===== config.mk =====
export PLATFORM = sky130hd
export DESIGN_NAME = nearest_neighbor_downscaler_flat
export DESIGN_NICKNAME = d
export VERILOG_FILES = /design/src/nnd_pkg.sv /design/src/nnd_if.sv /design/src/nearest_neighbor_downscaler.sv /design/src/nnd_div.sv /design/src/nnd_tracker.sv /design/src/flat_wrapper.sv
export SDC_FILE = /design/constraint.sdc
export NUM_CORES = 1
export LEC_CHECK = 0
export ABC_AREA = 0
export BUFFER_PORTS_ARGS = -buffer_cell sky130_fd_sc_hd__buf_2
export CORE_UTILIZATION = 45
export DETAILED_ROUTE_END_ITERATION = 8
export PLACE_DENSITY = 0.66
export REMOVE_ABC_BUFFERS = 1
export SLEW_MARGIN = 20
export SYNTH_ARGS = -nofsm -noshare
export SYNTH_HDL_FRONTEND = slang
export SYNTH_SLANG_ARGS = --single-unit

===== constraint.sdc =====
create_clock -name clk -period 7.1 [get_ports clk]
set_input_delay 0.71 -clock clk [delete_from_list [all_inputs] [get_ports clk]]
set_output_delay 0.71 -clock clk [all_outputs]
set_load 0.01 [all_outputs]

===== src/nnd_pkg.sv =====
// Shared types and constants for the nearest-neighbor downscaler.
`default_nettype none

package nnd_pkg;

    localparam int PIX_W        = 8;
    localparam int CFG_DATA_W   = 13;
    localparam int CFG_INDEX_W  = 2;
    localparam int CHAN_W       = 3;
    localparam int LOD_W        = 4;
    localparam int REM_W        = LOD_W + 1;
    localparam int MAX_CHANNELS = 4;

    typedef logic [PIX_W-1:0]      pix_t;
    typedef logic [CFG_DATA_W-1:0] cfg_data_t;

    typedef enum logic [CFG_INDEX_W-1:0] {
        REG_SRC_WIDTH     = 2'd0,
        REG_SRC_HEIGHT    = 2'd1,
        REG_CHANNEL_COUNT = 2'd2,
        REG_LOD_DIVISOR   = 2'd3
    } cfg_index_t;

    // Per-pixel decision from the position tracker.
    typedef struct packed {
        logic emit;
        logic last;
    } sel_t;

endpackage

`default_nettype wire


===== src/nnd_if.sv =====
// Handshake interfaces for pixel input, pixel output and register writes.
`default_nettype none

interface nnd_pix_in_if
    import nnd_pkg::*;
();
    logic valid;
    logic ready;
    pix_t pixel_c0;
    pix_t pixel_c1;
    pix_t pixel_c2;
    pix_t pixel_c3;

    modport source (output valid, pixel_c0, pixel_c1, pixel_c2, pixel_c3, input ready);
    modport sink   (input valid, pixel_c0, pixel_c1, pixel_c2, pixel_c3, output ready);
endinterface

interface nnd_pix_out_if
    import nnd_pkg::*;
();
    logic valid;
    logic ready;
    pix_t out_c0;
    pix_t out_c1;
    pix_t out_c2;
    pix_t out_c3;
    logic frame_last;

    modport source (output valid, out_c0, out_c1, out_c2, out_c3, frame_last, input ready);
    modport sink   (input valid, out_c0, out_c1, out_c2, out_c3, frame_last, output ready);
endinterface

interface nnd_cfg_if
    import nnd_pkg::*;
();
    logic       valid;
    logic       ready;
    cfg_index_t index;
    cfg_data_t  data;

    modport source (output valid, index, data, input ready);
    modport sink   (input valid, index, data, output ready);
endinterface

`default_nettype wire


===== src/nearest_neighbor_downscaler.sv =====
// Top level: nearest-neighbor image downscaler with register port.
//
//  channel   | dir | payload                                  | handshake
//  ----------+-----+------------------------------------------+----------
//  pix_in    | in  | pixel_c0..pixel_c3 (8 b each)             | valid/ready
//  pix_out   | out | out_c0..out_c3 (8 b each), frame_last     | valid/ready
//  cfg       | in  | index (2 b), data (13 b)                  | valid/ready
//
// One source pixel per clock while no resize is in progress and the output
// register is free or draining: a request is decided by the position tracker
// and registered in the output register; a full output register that is being
// drained does not stall the input. A register write restarts the frame and
// starts the two bit-serial size dividers; pix_in.ready stays low until the
// reduced sizes are loaded. cfg.ready is always high.
// Reset: 1x1 source, four channels, divisor one, empty output register.
`default_nettype none

module nearest_neighbor_downscaler
    import nnd_pkg::*;
#(
    parameter int MAX_DIM = 4096
) (
    input  wire logic clk,
    input  wire logic rst_n,
    nnd_pix_in_if.sink    pix_in,
    nnd_pix_out_if.source pix_out,
    nnd_cfg_if.sink       cfg
);

    localparam int DIM_W = $clog2(MAX_DIM + 1);

    // configuration registers, raw as written
    cfg_data_t         src_width_reg;
    cfg_data_t         src_height_reg;
    logic [CHAN_W-1:0] channel_count_reg;
    logic [LOD_W-1:0]  lod_divisor_reg;
    logic              start_reg;

    logic              cfg_write;
    logic [DIM_W-1:0]  w_eff;
    logic [DIM_W-1:0]  h_eff;
    logic [DIM_W-1:0]  nw;
    logic [DIM_W-1:0]  nh;
    logic [CHAN_W-1:0] ch_eff;
    logic              w_busy, h_busy;
    logic              w_done, h_done;
    logic              sizing;
    logic              accept;
    sel_t              sel;

    // output register
    logic              out_valid_reg, out_valid_next;
    pix_t              out_c0_reg, out_c1_reg, out_c2_reg, out_c3_reg;
    logic              last_reg;

    // ---------------- register port ----------------
    assign cfg.ready = 1'b1;
    assign cfg_write = cfg.valid && cfg.ready;

    always_ff @(posedge clk or negedge rst_n)
    begin
        if (!rst_n)
        begin
            src_width_reg     <= CFG_DATA_W'(1);
            src_height_reg    <= CFG_DATA_W'(1);
            channel_count_reg <= CHAN_W'(MAX_CHANNELS);
            lod_divisor_reg   <= LOD_W'(1);
            start_reg         <= 1'b0;
        end
        else
        begin
            start_reg <= 1'b0;
            if (cfg_write)
            begin
                case (cfg.index)
                    REG_SRC_WIDTH:
                    begin
                        src_width_reg <= cfg.data;
                        start_reg     <= 1'b1;
                    end
                    REG_SRC_HEIGHT:
                    begin
                        src_height_reg <= cfg.data;
                        start_reg      <= 1'b1;
                    end
                    REG_CHANNEL_COUNT:
                    begin
                        channel_count_reg <= cfg.data[CHAN_W-1:0];
                        start_reg         <= 1'b1;
                    end
                    REG_LOD_DIVISOR:
                    begin
                        lod_divisor_reg <= cfg.data[LOD_W-1:0];
                        start_reg       <= 1'b1;
                    end
                    default:
                    begin
                        start_reg <= 1'b0;
                    end
                endcase
            end
        end
    end

    // clamp sizes: zero acts as one, oversize saturates
    always_comb
    begin
        if (src_width_reg == '0)
            w_eff = DIM_W'(1);
        else if (32'(src_width_reg) > MAX_DIM)
            w_eff = DIM_W'(MAX_DIM);
        else
            w_eff = DIM_W'(src_width_reg);

        if (src_height_reg == '0)
            h_eff = DIM_W'(1);
        else if (32'(src_height_reg) > MAX_DIM)
            h_eff = DIM_W'(MAX_DIM);
        else
            h_eff = DIM_W'(src_height_reg);

        if (channel_count_reg == '0)
            ch_eff = CHAN_W'(1);
        else if (channel_count_reg > CHAN_W'(MAX_CHANNELS))
            ch_eff = CHAN_W'(MAX_CHANNELS);
        else
            ch_eff = channel_count_reg;
    end

    // ---------------- reduced sizes ----------------
    nnd_div #(.DIM_W(DIM_W)) u_div_w (
        .clk      (clk),
        .rst_n    (rst_n),
        .start    (start_reg),
        .dividend (w_eff),
        .divisor  (lod_divisor_reg),
        .busy     (w_busy),
        .done     (w_done),
        .reduced  (nw)
    );

    nnd_div #(.DIM_W(DIM_W)) u_div_h (
        .clk      (clk),
        .rst_n    (rst_n),
        .start    (start_reg),
        .dividend (h_eff),
        .divisor  (lod_divisor_reg),
        .busy     (h_busy),
        .done     (h_done),
        .reduced  (nh)
    );

    // hold off requests until the new sizes are in and the frame restarted
    assign sizing = start_reg || w_busy || h_busy || w_done || h_done;

    // ---------------- position tracker ----------------
    assign pix_in.ready = !sizing && (!out_valid_reg || pix_out.ready);
    assign accept       = pix_in.valid && pix_in.ready;

    nnd_tracker #(.MAX_DIM(MAX_DIM)) u_tracker (
        .clk     (clk),
        .rst_n   (rst_n),
        .step    (accept),
        .restart (w_done),
        .w       (w_eff),
        .h       (h_eff),
        .nw      (nw),
        .nh      (nh),
        .sel     (sel)
    );

    // ---------------- output register ----------------
    always_comb
    begin
        out_valid_next = out_valid_reg;
        if (accept)
            out_valid_next = sel.emit;
        else if (pix_out.ready)
            out_valid_next = 1'b0;
    end

    always_ff @(posedge clk or negedge rst_n)
    begin
        if (!rst_n)
            out_valid_reg <= 1'b0;
        else
            out_valid_reg <= out_valid_next;
    end

    // load payload on a selected pixel; drop unused channels to zero
    always_ff @(posedge clk)
    begin
        if (accept && sel.emit)
        begin
            out_c0_reg <= pix_in.pixel_c0;
            out_c1_reg <= (ch_eff > CHAN_W'(1)) ? pix_in.pixel_c1 : '0;
            out_c2_reg <= (ch_eff > CHAN_W'(2)) ? pix_in.pixel_c2 : '0;
            out_c3_reg <= (ch_eff > CHAN_W'(3)) ? pix_in.pixel_c3 : '0;
            last_reg   <= sel.last;
        end
    end

    assign pix_out.valid      = out_valid_reg;
    assign pix_out.out_c0     = out_c0_reg;
    assign pix_out.out_c1     = out_c1_reg;
    assign pix_out.out_c2     = out_c2_reg;
    assign pix_out.out_c3     = out_c3_reg;
    assign pix_out.frame_last = last_reg;

    // ---------------- checks ----------------
    a_no_accept_while_sizing: assert property (@(posedge clk) disable iff (!rst_n)
        accept |-> !(w_busy || h_busy || w_done || start_reg))
        else $error("request accepted while sizes are being computed");

    a_dividers_in_step: assert property (@(posedge clk) disable iff (!rst_n)
        w_done == h_done)
        else $error("width and height dividers out of step");

    a_no_overwrite: assert property (@(posedge clk) disable iff (!rst_n)
        (out_valid_reg && !pix_out.ready) |-> !accept)
        else $error("pending result overwritten");

    a_restart_after_start: assert property (@(posedge clk) disable iff (!rst_n)
        $rose(start_reg) |=> w_busy)
        else $error("divider did not start after register write");

endmodule

`default_nettype wire


===== src/nnd_div.sv =====
// Bit-serial restoring divider: reduced size = max(1, dim / lod).
`default_nettype none

module nnd_div
    import nnd_pkg::*;
#(
    parameter int DIM_W = 13
) (
    input  wire logic             clk,
    input  wire logic             rst_n,
    input  wire logic             start,
    input  wire logic [DIM_W-1:0] dividend,
    input  wire logic [LOD_W-1:0] divisor,
    output logic                  busy,
    output logic                  done,
    output logic [DIM_W-1:0]      reduced
);

    localparam int CNT_W = $clog2(DIM_W + 1);

    logic [DIM_W-1:0] quo_reg, quo_next;
    logic [REM_W-1:0] rem_reg, rem_next;
    logic [LOD_W-1:0] dsr_reg, dsr_next;
    logic [CNT_W-1:0] cnt_reg, cnt_next;
    logic             done_reg, done_next;
    logic [REM_W-1:0] trial;
    logic [DIM_W:0]   shifted;
    logic             qbit;

    always_comb
    begin
        trial    = {rem_reg[REM_W-2:0], quo_reg[DIM_W-1]};
        qbit     = (trial >= REM_W'(dsr_reg));
        shifted  = {quo_reg, qbit};
        quo_next  = quo_reg;
        rem_next  = rem_reg;
        dsr_next  = dsr_reg;
        cnt_next  = cnt_reg;
        done_next = 1'b0;
        if (start)
        begin
            quo_next = dividend;
            rem_next = '0;
            // a zero divisor acts as one
            dsr_next = (divisor == '0) ? LOD_W'(1) : divisor;
            cnt_next = CNT_W'(DIM_W);
        end
        else if (cnt_reg != '0)
        begin
            quo_next  = shifted[DIM_W-1:0];
            rem_next  = qbit ? (trial - REM_W'(dsr_reg)) : trial;
            cnt_next  = cnt_reg - CNT_W'(1);
            done_next = (cnt_reg == CNT_W'(1));
        end
    end

    always_ff @(posedge clk or negedge rst_n)
    begin
        if (!rst_n)
        begin
            quo_reg  <= DIM_W'(1);
            rem_reg  <= '0;
            dsr_reg  <= LOD_W'(1);
            cnt_reg  <= '0;
            done_reg <= 1'b0;
        end
        else
        begin
            quo_reg  <= quo_next;
            rem_reg  <= rem_next;
            dsr_reg  <= dsr_next;
            cnt_reg  <= cnt_next;
            done_reg <= done_next;
        end
    end

    assign busy    = (cnt_reg != '0);
    assign done    = done_reg;
    assign reduced = (quo_reg == '0) ? DIM_W'(1) : quo_reg;

endmodule

`default_nettype wire


===== src/nnd_tracker.sv =====
// Column and row selection by running products, one source pixel per step.
`default_nettype none

module nnd_tracker
    import nnd_pkg::*;
#(
    parameter int MAX_DIM = 4096
) (
    input  wire logic                              clk,
    input  wire logic                              rst_n,
    input  wire logic                              step,
    input  wire logic                              restart,
    input  wire logic [$clog2(MAX_DIM + 1)-1:0]    w,
    input  wire logic [$clog2(MAX_DIM + 1)-1:0]    h,
    input  wire logic [$clog2(MAX_DIM + 1)-1:0]    nw,
    input  wire logic [$clog2(MAX_DIM + 1)-1:0]    nh,
    output sel_t                                   sel
);

    localparam int DIM_W  = $clog2(MAX_DIM + 1);
    localparam int CNT_W  = (MAX_DIM > 1) ? $clog2(MAX_DIM) : 1;
    localparam int PROD_W = $clog2(MAX_DIM * MAX_DIM + 1);

    logic [CNT_W-1:0]  src_col_reg, src_col_next;
    logic [CNT_W-1:0]  src_row_reg, src_row_next;
    logic [CNT_W-1:0]  dst_col_reg, dst_col_next;
    logic [CNT_W-1:0]  dst_row_reg, dst_row_next;
    logic [PROD_W-1:0] col_tgt_reg, col_tgt_next;
    logic [PROD_W-1:0] col_bnd_reg, col_bnd_next;
    logic [PROD_W-1:0] row_tgt_reg, row_tgt_next;
    logic [PROD_W-1:0] row_bnd_reg, row_bnd_next;
    logic              row_sel;
    logic              col_sel;
    logic              col_end;
    logic              row_end;

    assign row_sel = (row_tgt_reg < row_bnd_reg);
    assign col_sel = (col_tgt_reg < col_bnd_reg);
    assign col_end = ((DIM_W'(src_col_reg) + DIM_W'(1)) >= w);
    assign row_end = ((DIM_W'(src_row_reg) + DIM_W'(1)) >= h);

    assign sel.emit = row_sel && col_sel;
    assign sel.last = (DIM_W'(dst_col_reg) == (nw - DIM_W'(1)))
                   && (DIM_W'(dst_row_reg) == (nh - DIM_W'(1)));

    always_comb
    begin
        src_col_next = src_col_reg;
        src_row_next = src_row_reg;
        dst_col_next = dst_col_reg;
        dst_row_next = dst_row_reg;
        col_tgt_next = col_tgt_reg;
        col_bnd_next = col_bnd_reg;
        row_tgt_next = row_tgt_reg;
        row_bnd_next = row_bnd_reg;
        if (restart || (step && col_end && row_end))
        begin
            src_col_next = '0;
            src_row_next = '0;
            dst_col_next = '0;
            dst_row_next = '0;
            col_tgt_next = '0;
            col_bnd_next = PROD_W'(nw);
            row_tgt_next = '0;
            row_bnd_next = PROD_W'(nh);
        end
        else if (step)
        begin
            if (col_end)
            begin
                // wrap to the next source row
                src_col_next = '0;
                dst_col_next = '0;
                col_tgt_next = '0;
                col_bnd_next = PROD_W'(nw);
                src_row_next = src_row_reg + CNT_W'(1);
                row_bnd_next = row_bnd_reg + PROD_W'(nh);
                if (row_sel)
                begin
                    dst_row_next = dst_row_reg + CNT_W'(1);
                    row_tgt_next = row_tgt_reg + PROD_W'(h);
                end
            end
            else
            begin
                src_col_next = src_col_reg + CNT_W'(1);
                col_bnd_next = col_bnd_reg + PROD_W'(nw);
                if (col_sel)
                begin
                    dst_col_next = dst_col_reg + CNT_W'(1);
                    col_tgt_next = col_tgt_reg + PROD_W'(w);
                end
            end
        end
    end

    always_ff @(posedge clk or negedge rst_n)
    begin
        if (!rst_n)
        begin
            src_col_reg <= '0;
            src_row_reg <= '0;
            dst_col_reg <= '0;
            dst_row_reg <= '0;
            col_tgt_reg <= '0;
            col_bnd_reg <= PROD_W'(1);
            row_tgt_reg <= '0;
            row_bnd_reg <= PROD_W'(1);
        end
        else
        begin
            src_col_reg <= src_col_next;
            src_row_reg <= src_row_next;
            dst_col_reg <= dst_col_next;
            dst_row_reg <= dst_row_next;
            col_tgt_reg <= col_tgt_next;
            col_bnd_reg <= col_bnd_next;
            row_tgt_reg <= row_tgt_next;
            row_bnd_reg <= row_bnd_next;
        end
    end

    // the destination column count never runs past the reduced width
    a_dst_col_in_range: assert property (@(posedge clk) disable iff (!rst_n)
        (step && !restart) |-> (DIM_W'(dst_col_reg) <= nw))
        else $error("destination column beyond reduced width");

endmodule

`default_nettype wire

===== src/flat_wrapper.sv =====
// flat-port wrapper written by rule: the top's interface ports become plain ports
module nearest_neighbor_downscaler_flat import nnd_pkg::*;
#(
    parameter int MAX_DIM = 4096
)
  (clk, rst_n, pix_in_valid, pix_in_pixel_c0, pix_in_pixel_c1, pix_in_pixel_c2, pix_in_pixel_c3, pix_in_ready, pix_out_valid, pix_out_out_c0, pix_out_out_c1, pix_out_out_c2, pix_out_out_c3, pix_out_frame_last, pix_out_ready, cfg_valid, cfg_index, cfg_data, cfg_ready);
  nnd_pix_in_if pix_in_i ();
  nnd_pix_out_if pix_out_i ();
  nnd_cfg_if cfg_i ();
  input  wire logic clk;
  input  wire logic rst_n;
  input wire logic [$bits(pix_in_i.valid)-1:0] pix_in_valid;
  input wire logic [$bits(pix_in_i.pixel_c0)-1:0] pix_in_pixel_c0;
  input wire logic [$bits(pix_in_i.pixel_c1)-1:0] pix_in_pixel_c1;
  input wire logic [$bits(pix_in_i.pixel_c2)-1:0] pix_in_pixel_c2;
  input wire logic [$bits(pix_in_i.pixel_c3)-1:0] pix_in_pixel_c3;
  output wire logic [$bits(pix_in_i.ready)-1:0] pix_in_ready;
  output wire logic [$bits(pix_out_i.valid)-1:0] pix_out_valid;
  output wire logic [$bits(pix_out_i.out_c0)-1:0] pix_out_out_c0;
  output wire logic [$bits(pix_out_i.out_c1)-1:0] pix_out_out_c1;
  output wire logic [$bits(pix_out_i.out_c2)-1:0] pix_out_out_c2;
  output wire logic [$bits(pix_out_i.out_c3)-1:0] pix_out_out_c3;
  output wire logic [$bits(pix_out_i.frame_last)-1:0] pix_out_frame_last;
  input wire logic [$bits(pix_out_i.ready)-1:0] pix_out_ready;
  input wire logic [$bits(cfg_i.valid)-1:0] cfg_valid;
  input wire logic [$bits(cfg_i.index)-1:0] cfg_index;
  input wire logic [$bits(cfg_i.data)-1:0] cfg_data;
  output wire logic [$bits(cfg_i.ready)-1:0] cfg_ready;
  assign pix_in_i.valid = pix_in_valid;
  assign pix_in_i.pixel_c0 = pix_in_pixel_c0;
  assign pix_in_i.pixel_c1 = pix_in_pixel_c1;
  assign pix_in_i.pixel_c2 = pix_in_pixel_c2;
  assign pix_in_i.pixel_c3 = pix_in_pixel_c3;
  assign pix_in_ready = pix_in_i.ready;
  assign pix_out_valid = pix_out_i.valid;
  assign pix_out_out_c0 = pix_out_i.out_c0;
  assign pix_out_out_c1 = pix_out_i.out_c1;
  assign pix_out_out_c2 = pix_out_i.out_c2;
  assign pix_out_out_c3 = pix_out_i.out_c3;
  assign pix_out_frame_last = pix_out_i.frame_last;
  assign pix_out_i.ready = pix_out_ready;
  assign cfg_i.valid = cfg_valid;
  assign cfg_i.index = cfg_index;
  assign cfg_i.data = cfg_data;
  assign cfg_ready = cfg_i.ready;
  nearest_neighbor_downscaler #(.MAX_DIM(MAX_DIM)) u_core (.clk(clk), .rst_n(rst_n), .pix_in(pix_in_i), .pix_out(pix_out_i), .cfg(cfg_i));
endmodule

---- Word level (Yosys, flattened, before mapping) ----
Index checks and enable logic that the tools add are counted.
word-level totals
  flip-flop bits (word level) ............. 264
cells by class
  reduce and logical (&&, ||, !) cells .... 39
  equality and inequality tests ........... 7
  multiplexer cells ....................... 59
  magnitude comparators ................... 12
  add/sub/neg operators ................... 16
operators with widths
  cell                                                            count
  two-way mux 25 bit                                              14
  two-way mux 12 bit                                              14
  two-way mux 13 bit                                              10
  adder 25 x 13 -> 25 bit                                         4
  logical NOT 13 bit                                              4
  < comparator 25 bit                                             2
  adder 12 x 1 -> 12 bit (second input constant)                  4
  two-way mux 4 bit                                               11
  adder 12 x 1 -> 13 bit (second input constant)                  2
  equality test 12 x 13 -> 1 bit                                  2
  greater-or-equal comparator 13 bit                              2
  greater-than comparator 13 bit (second input constant)          2
  subtractor 13 x 1 -> 13 bit (second input constant)             2
  AND reduction 2 bit                                             6
  nonzero test 2 bit                                              6
  greater-or-equal comparator 5 x 4 -> 1 bit                      2
  equality test 4 x 1 -> 1 bit (second input constant)            2
  two-way mux 1 bit                                               8
  nonzero test 4 bit                                              2
  subtractor 4 x 1 -> 4 bit (second input constant)               2
  subtractor 4 bit                                                2
  logical AND 1 bit                                               7
  greater-than comparator 3 x 2 -> 1 bit (second input constant)  2
  logical OR 1 bit                                                6
  12 further kinds                                                15

---- Longest topological paths before layout ----
  depth after elaboration ................. 13
  mapped depth ............................ 19
  gate-level depth less buffers ........... 18

---- By module ----
A second synthesis with hierarchy kept.
second synthesis, totals
  cells, all modules ...................... 1887
  area total of the unflattened synthesis .. 17550.6 um^2
by module, submodules not included
  module                       seq. area each (um^2)  area an instance (um^2)  times used  cells each
  nnd_tracker                  3706.1                 11936.4                  1           1399
  nnd_div                      653.1                  1443.9                   2           155
  nearest_neighbor_downscaler  1871.8                 2726.4                   1           178

---- Worst setup path after synthesis ----
No wires, ideal clock.
  kind .................................... reg-to-reg
  from .................................... reg u_core.u_div_w.quo_reg[6]
  to ...................................... reg u_core.u_tracker.col_bnd_reg[16]
  path slack .............................. 3326 ps
  library setup time ...................... 132 ps
  cell stages (with the launch flop) ...... 19
  path buffers ............................ 1
  arrival ................................. 3642 ps
  cells stage by stage .................... dfrtp_1 > or2_2 > clkbuf_1 > or4_1 > nor3b_1 > nor2_1 > inv_1 > ha_1 > inv_1 > fa_1 > nor2b_1 > o2111ai_1 > and4_1 > o31ai_1 > a21oi_1 > nor2_1 > nand4_1 > xnor2_1 > nor2_1
on the way
  longest elaborated chain between the ends .. 6
ends and longest elaborated chain
  element                      line                RTL
  start, declared              nnd_div.sv:21       logic [DIM_W-1:0] quo_reg, quo_next;
  start signal, assigned       nnd_div.sv:69       quo_reg <= quo_next;
  logical NOT 13 bit           nnd_div.sv:79       assign reduced = (quo_reg == '0) ? DIM_W'(1) : quo_reg;
  two-way mux 13 bit (*)       nnd_div.sv:79
  adder 25 x 13 -> 25 bit (*)  nnd_tracker.sv:87   col_bnd_next = col_bnd_reg + PROD_W'(nw);
  two-way mux 25 bit (*)       nnd_tracker.sv:69   if (col_end)
  two-way mux 25 bit (*)       nnd_tracker.sv:67   else if (step)
  two-way mux 25 bit (*)       nnd_tracker.sv:56   if (restart || (step && col_end && row_end))
  end signal, assigned         nnd_tracker.sv:117  col_bnd_reg <= col_bnd_next;
  end, declared                nnd_tracker.sv:29   logic [PROD_W-1:0] col_bnd_reg, col_bnd_next;
Every way passes the cells marked *; elsewhere a longest branch is shown, timed or not. The select of a mux whose other input is x is not followed.
A chain may end at the register's enable or synchronous reset.

---- Worst setup path after layout ----
  from .................................... reg u_core.u_tracker.src_col_reg[0]
  to ...................................... reg u_core.u_tracker.row_tgt_reg[1]
on the way
  longest elaborated chain between the ends .. 7
  elaborated cells between the ends (all ways) .. 10
  classes of those cells .................. add/sub: 1; order compare: 1; mux: 1; reduce/logical: 7
ends and longest elaborated chain
  element                                 line                RTL
  start, declared                         nnd_tracker.sv:24   logic [CNT_W-1:0] src_col_reg, src_col_next;
  start signal, assigned                  nnd_tracker.sv:112  src_col_reg <= src_col_next;
  adder 12 x 1 -> 13 bit (*)              nnd_tracker.sv:39   assign col_end = ((DIM_W'(src_col_reg) + DIM_W'(1)) >= w);
  greater-or-equal comparator 13 bit (*)  nnd_tracker.sv:39
  logical AND 1 bit (2 in series)         nnd_tracker.sv:56
  logical OR 1 bit                        nnd_tracker.sv:56
  nonzero test 2 bit (no line)            -
  AND reduction 3 bit (no line)           -
  end signal, assigned                    nnd_tracker.sv:118  row_tgt_reg <= row_tgt_next;
  end, declared                           nnd_tracker.sv:30   logic [PROD_W-1:0] row_tgt_reg, row_tgt_next;
Every way passes the cells marked *; elsewhere a longest branch is shown, timed or not.

==> flow_summary.yaml <==
cts:
  cts_buffers: 31
  h-tree-depth: 1
  clock-root-buffer: "clkbuf_16"
  clk_pin_slew_ns: 0.06
  clkLatencyLatePin_ns: 0.57
  cts_setup_buffers: 0
  cts_buffer_depth: 3
  holdBufCountCts: 0
  cts_sinks: 264
  cts_tree: "yes"
  post_cts_resized: 0
placement:
  place_ws_ns: 2.57
  port_buffers: 86
  gpl.final_weighted_congestion: 0.907
  hpwl_um: 31800
  place_inst: 2402
synth:
  yosysWarnings: 0
  synth_edf_count: 33
  yosysUniqueCellTypes: 72
  seq_area_frac_synth_pct: 39.8
  async_flop_share_pct: 87.5
  synthCells: 1889
  avgSynthCellArea_um2: 9.02
  synth_area_um2: 17000
  yosys.area.top_type: "dfrtp_1"
  yosys_most_used_dff: "dfrtp_1"
  synthTopCellsByArea: "dfrtp_1 (33%), ha_1 (11%), edfxtp_1 (5.8%)"
  netlist.area_leader.share_pct: 32.6
  ys_seq_elements: 264
pwr:
  powerDensity_nw_per_um2: 252
  leakagePower_nw: 8.82
  power_mw: 4.78
  peakVddDrop_mv: 0.195
sta:
  clock.fmax_ghz: 0.218
  holdWs_ns: 0.0531
  fin_ws_ns: 2.52
  skew_ns: 0.0160
  tightest_slew_ns: 0.998
  hold_viol: 0
  rsz0062_at_grt: "no"
  finalSetupTns_ns: 0
  slew_headroom_pct: 33.4
  fin_crit_sh_pct: 64.5
  finalSetupViolCount: 0
  maxSlewViolCount: 0
  final.min_clock_period_ns: 4.58
detailed_routing:
  vias: 14000
  routed_wl_um: 43400
  drcViolationCount: 0
  final_antenna_net_count: 0
  viasPerCell: 5.68
  routedWlPerCell_um: 17.7
  initialDrtViolationCount: 942
  first_pass_iters: 5
floorplan:
  fp.dieArea_um2: 38700
  die_w_um: 197
  initial_core_util_pct: 46.1
  rows: 70
  core_um2: 37000
  die_h_um: 197
  pin_count: 88
worst_setup_path:
  critical_path_class: "reg2reg"
  worstReg2RegEnd: "u_core.u_tracker.row_tgt_reg[1]$_DFFE_PN0P_"
  cp-end-kind: "flop"
  r2r-start: "u_core.u_tracker.src_col_reg[0]$_DFFE_PN0P_"
  rr_worst_depth: 17
  worstPathArrival_ns: 5.00
  cp_max_fo: 36
  required_ns: 7.52
  rrSetupSlack_ns: 2.52
  start_kind: "flop"
global_route:
  antenna_found_initial: 1
  grt_pass1_wl_um: 71000
  grt_max_degree: 172
  overflow: 0
  first_global_vias: 13500
  track_usage_pct: 22.8
  grt.met1_usage_pct: 31.1
  top_usage_layer: "met2"
  use_met2_pct: 37.4
  use_met3_pct: 3.54
final_layout:
  num_antenna_cells: 0
  syn2layout_area_growth_pct: 11.1
  instances_no_fill: 2459
  nFillCells: 3476
  drive_above_1_share_pct: 11.2
  layout.nets: 2133
run_status:
  outcome: "finished clean"
min_path:
  hp-class: "in2async"
job:
  max_cap_violations: 0
cells by family (layout without fill, tap and decap cells):
family | count (synthesis) | after routing | synth area share, %
flops | 264 | 264 | 39.8
simple gates | 652 | 652 | 18.6
xor+xnor | 119 | 119 | 6.11
fa+ha+maj | 150 | 150 | 11.3
other cells | 1 | 1 | 0.0220
buf+inv | 203 | 269 | 4.72
compound gates | 436 | 436 | 15.5
mux | 64 | 64 | 4.00
power by group:
part / switching, mW / internal (mW) / total [mW]
Clock: 0.641 / 1.04 / 1.68
Sequential: 0.175 / 1.67 / 1.85
Combinational: 0.724 / 0.527 / 1.25
Total: 1.54 / 3.24 / 4.78
cells in the mapped netlist, types with 32 or more instances:
cell type,instances
dfrtp_1,222
nand2_1,208
o21ai_0,163
ha_1,144
nor2_1,139
a21oi_1,111
inv_1,110
clkbuf_1,76
xnor2_1,75
nand3_1,63
xor2_1,44
and3_1,36
edfxtp_1,33
mux2_2,33
nor3_1,32
worst max path at each step:
stage                                           startpoint                                           end  slack, ns  cells past startpoint
2_1_floorplan  u_core.u_tracker.src_col_reg[0]$_DFFE_PN0P_  u_core.u_tracker.row_tgt_reg[17]$_DFFE_PN0P_       0.97                     15
3_3_place_gp   u_core.u_tracker.src_col_reg[0]$_DFFE_PN0P_   u_core.u_tracker.row_tgt_reg[1]$_DFFE_PN0P_       2.61                     17
3_5_place_dp   u_core.u_tracker.src_col_reg[0]$_DFFE_PN0P_   u_core.u_tracker.row_tgt_reg[1]$_DFFE_PN0P_       2.57                     17
4_1_cts        u_core.u_tracker.src_col_reg[0]$_DFFE_PN0P_   u_core.u_tracker.row_tgt_reg[1]$_DFFE_PN0P_       2.56                     17
5_1_grt        u_core.u_tracker.src_col_reg[0]$_DFFE_PN0P_   u_core.u_tracker.row_tgt_reg[1]$_DFFE_PN0P_       2.11                     17
6_report       u_core.u_tracker.src_col_reg[0]$_DFFE_PN0P_   u_core.u_tracker.row_tgt_reg[1]$_DFFE_PN0P_       2.52                     17
critical path, cell delays in order (launching register included):
cell and delay [ns]:
dfrtp_1 0.43, and3_1 0.19, nand3_1 0.11, nor2_1 0.24, and3_1 0.26, nand3_1 0.11, xnor2_1 0.15, ha_1 0.29
nand2_1 0.06, nor2_1 0.13, nand2_1 0.08, o211ai_1 0.21, buf_4 0.34, and2_1 0.17, buf_4 0.36, and2_1 0.82
buf_4 0.37, a211oi_1 0.07
cell usage in the layout (no fill, tap or decap), drive strengths merged, types with 9 or more instances in the layout:
master and n:
nor2 139, mux2 33, ha 144, clkbuf 44, and2 21, xor2 44
nor4 17, dfrtp 222, and3 36, a21o 19, nand3b 9, mux2i 31
o211ai 11, a31oi 16, nand3 63, nand2 208, a22o 15, nor3 34
nor2b 31, o21a 13, inv 110, o31ai 20, or3 20, nand4 24
or2 12, a211oi 30, nand2b 19, o21ai 163, a21oi 111, xnor2 75
edfxtp 33, buf 102, dfstp 9
layout make-up:
type | count | area [um2] | area share, %
clock buffer | 44 | 845 | 4.46
clock inverter | 13 | 216 | 1.14
inverter | 110 | 413 | 2.18
multi-input combinational | 1422 | 9490 | 50.1
sequential | 264 | 6780 | 35.8
tap | 504 | 631 | 3.33
timing repair buffer | 102 | 573 | 3.02
layer usage:
layer  up-vias  routed length, um
met5         -                 16
met3        73               2540
met2       410              19700
met1      6743              20100
li1       6750                  -
met4         2               1100
stage by stage:
stage / util [%] / cell area, um2
after floorplan: - / 16700
after global placement: 48.4 / 17900
after detailed placement: 48.4 / 17900
after CTS: 51.3 / 18900
after global routing: 51.3 / 18900
final: 51.3 / 18900
(Power assumes the default switching activity.)
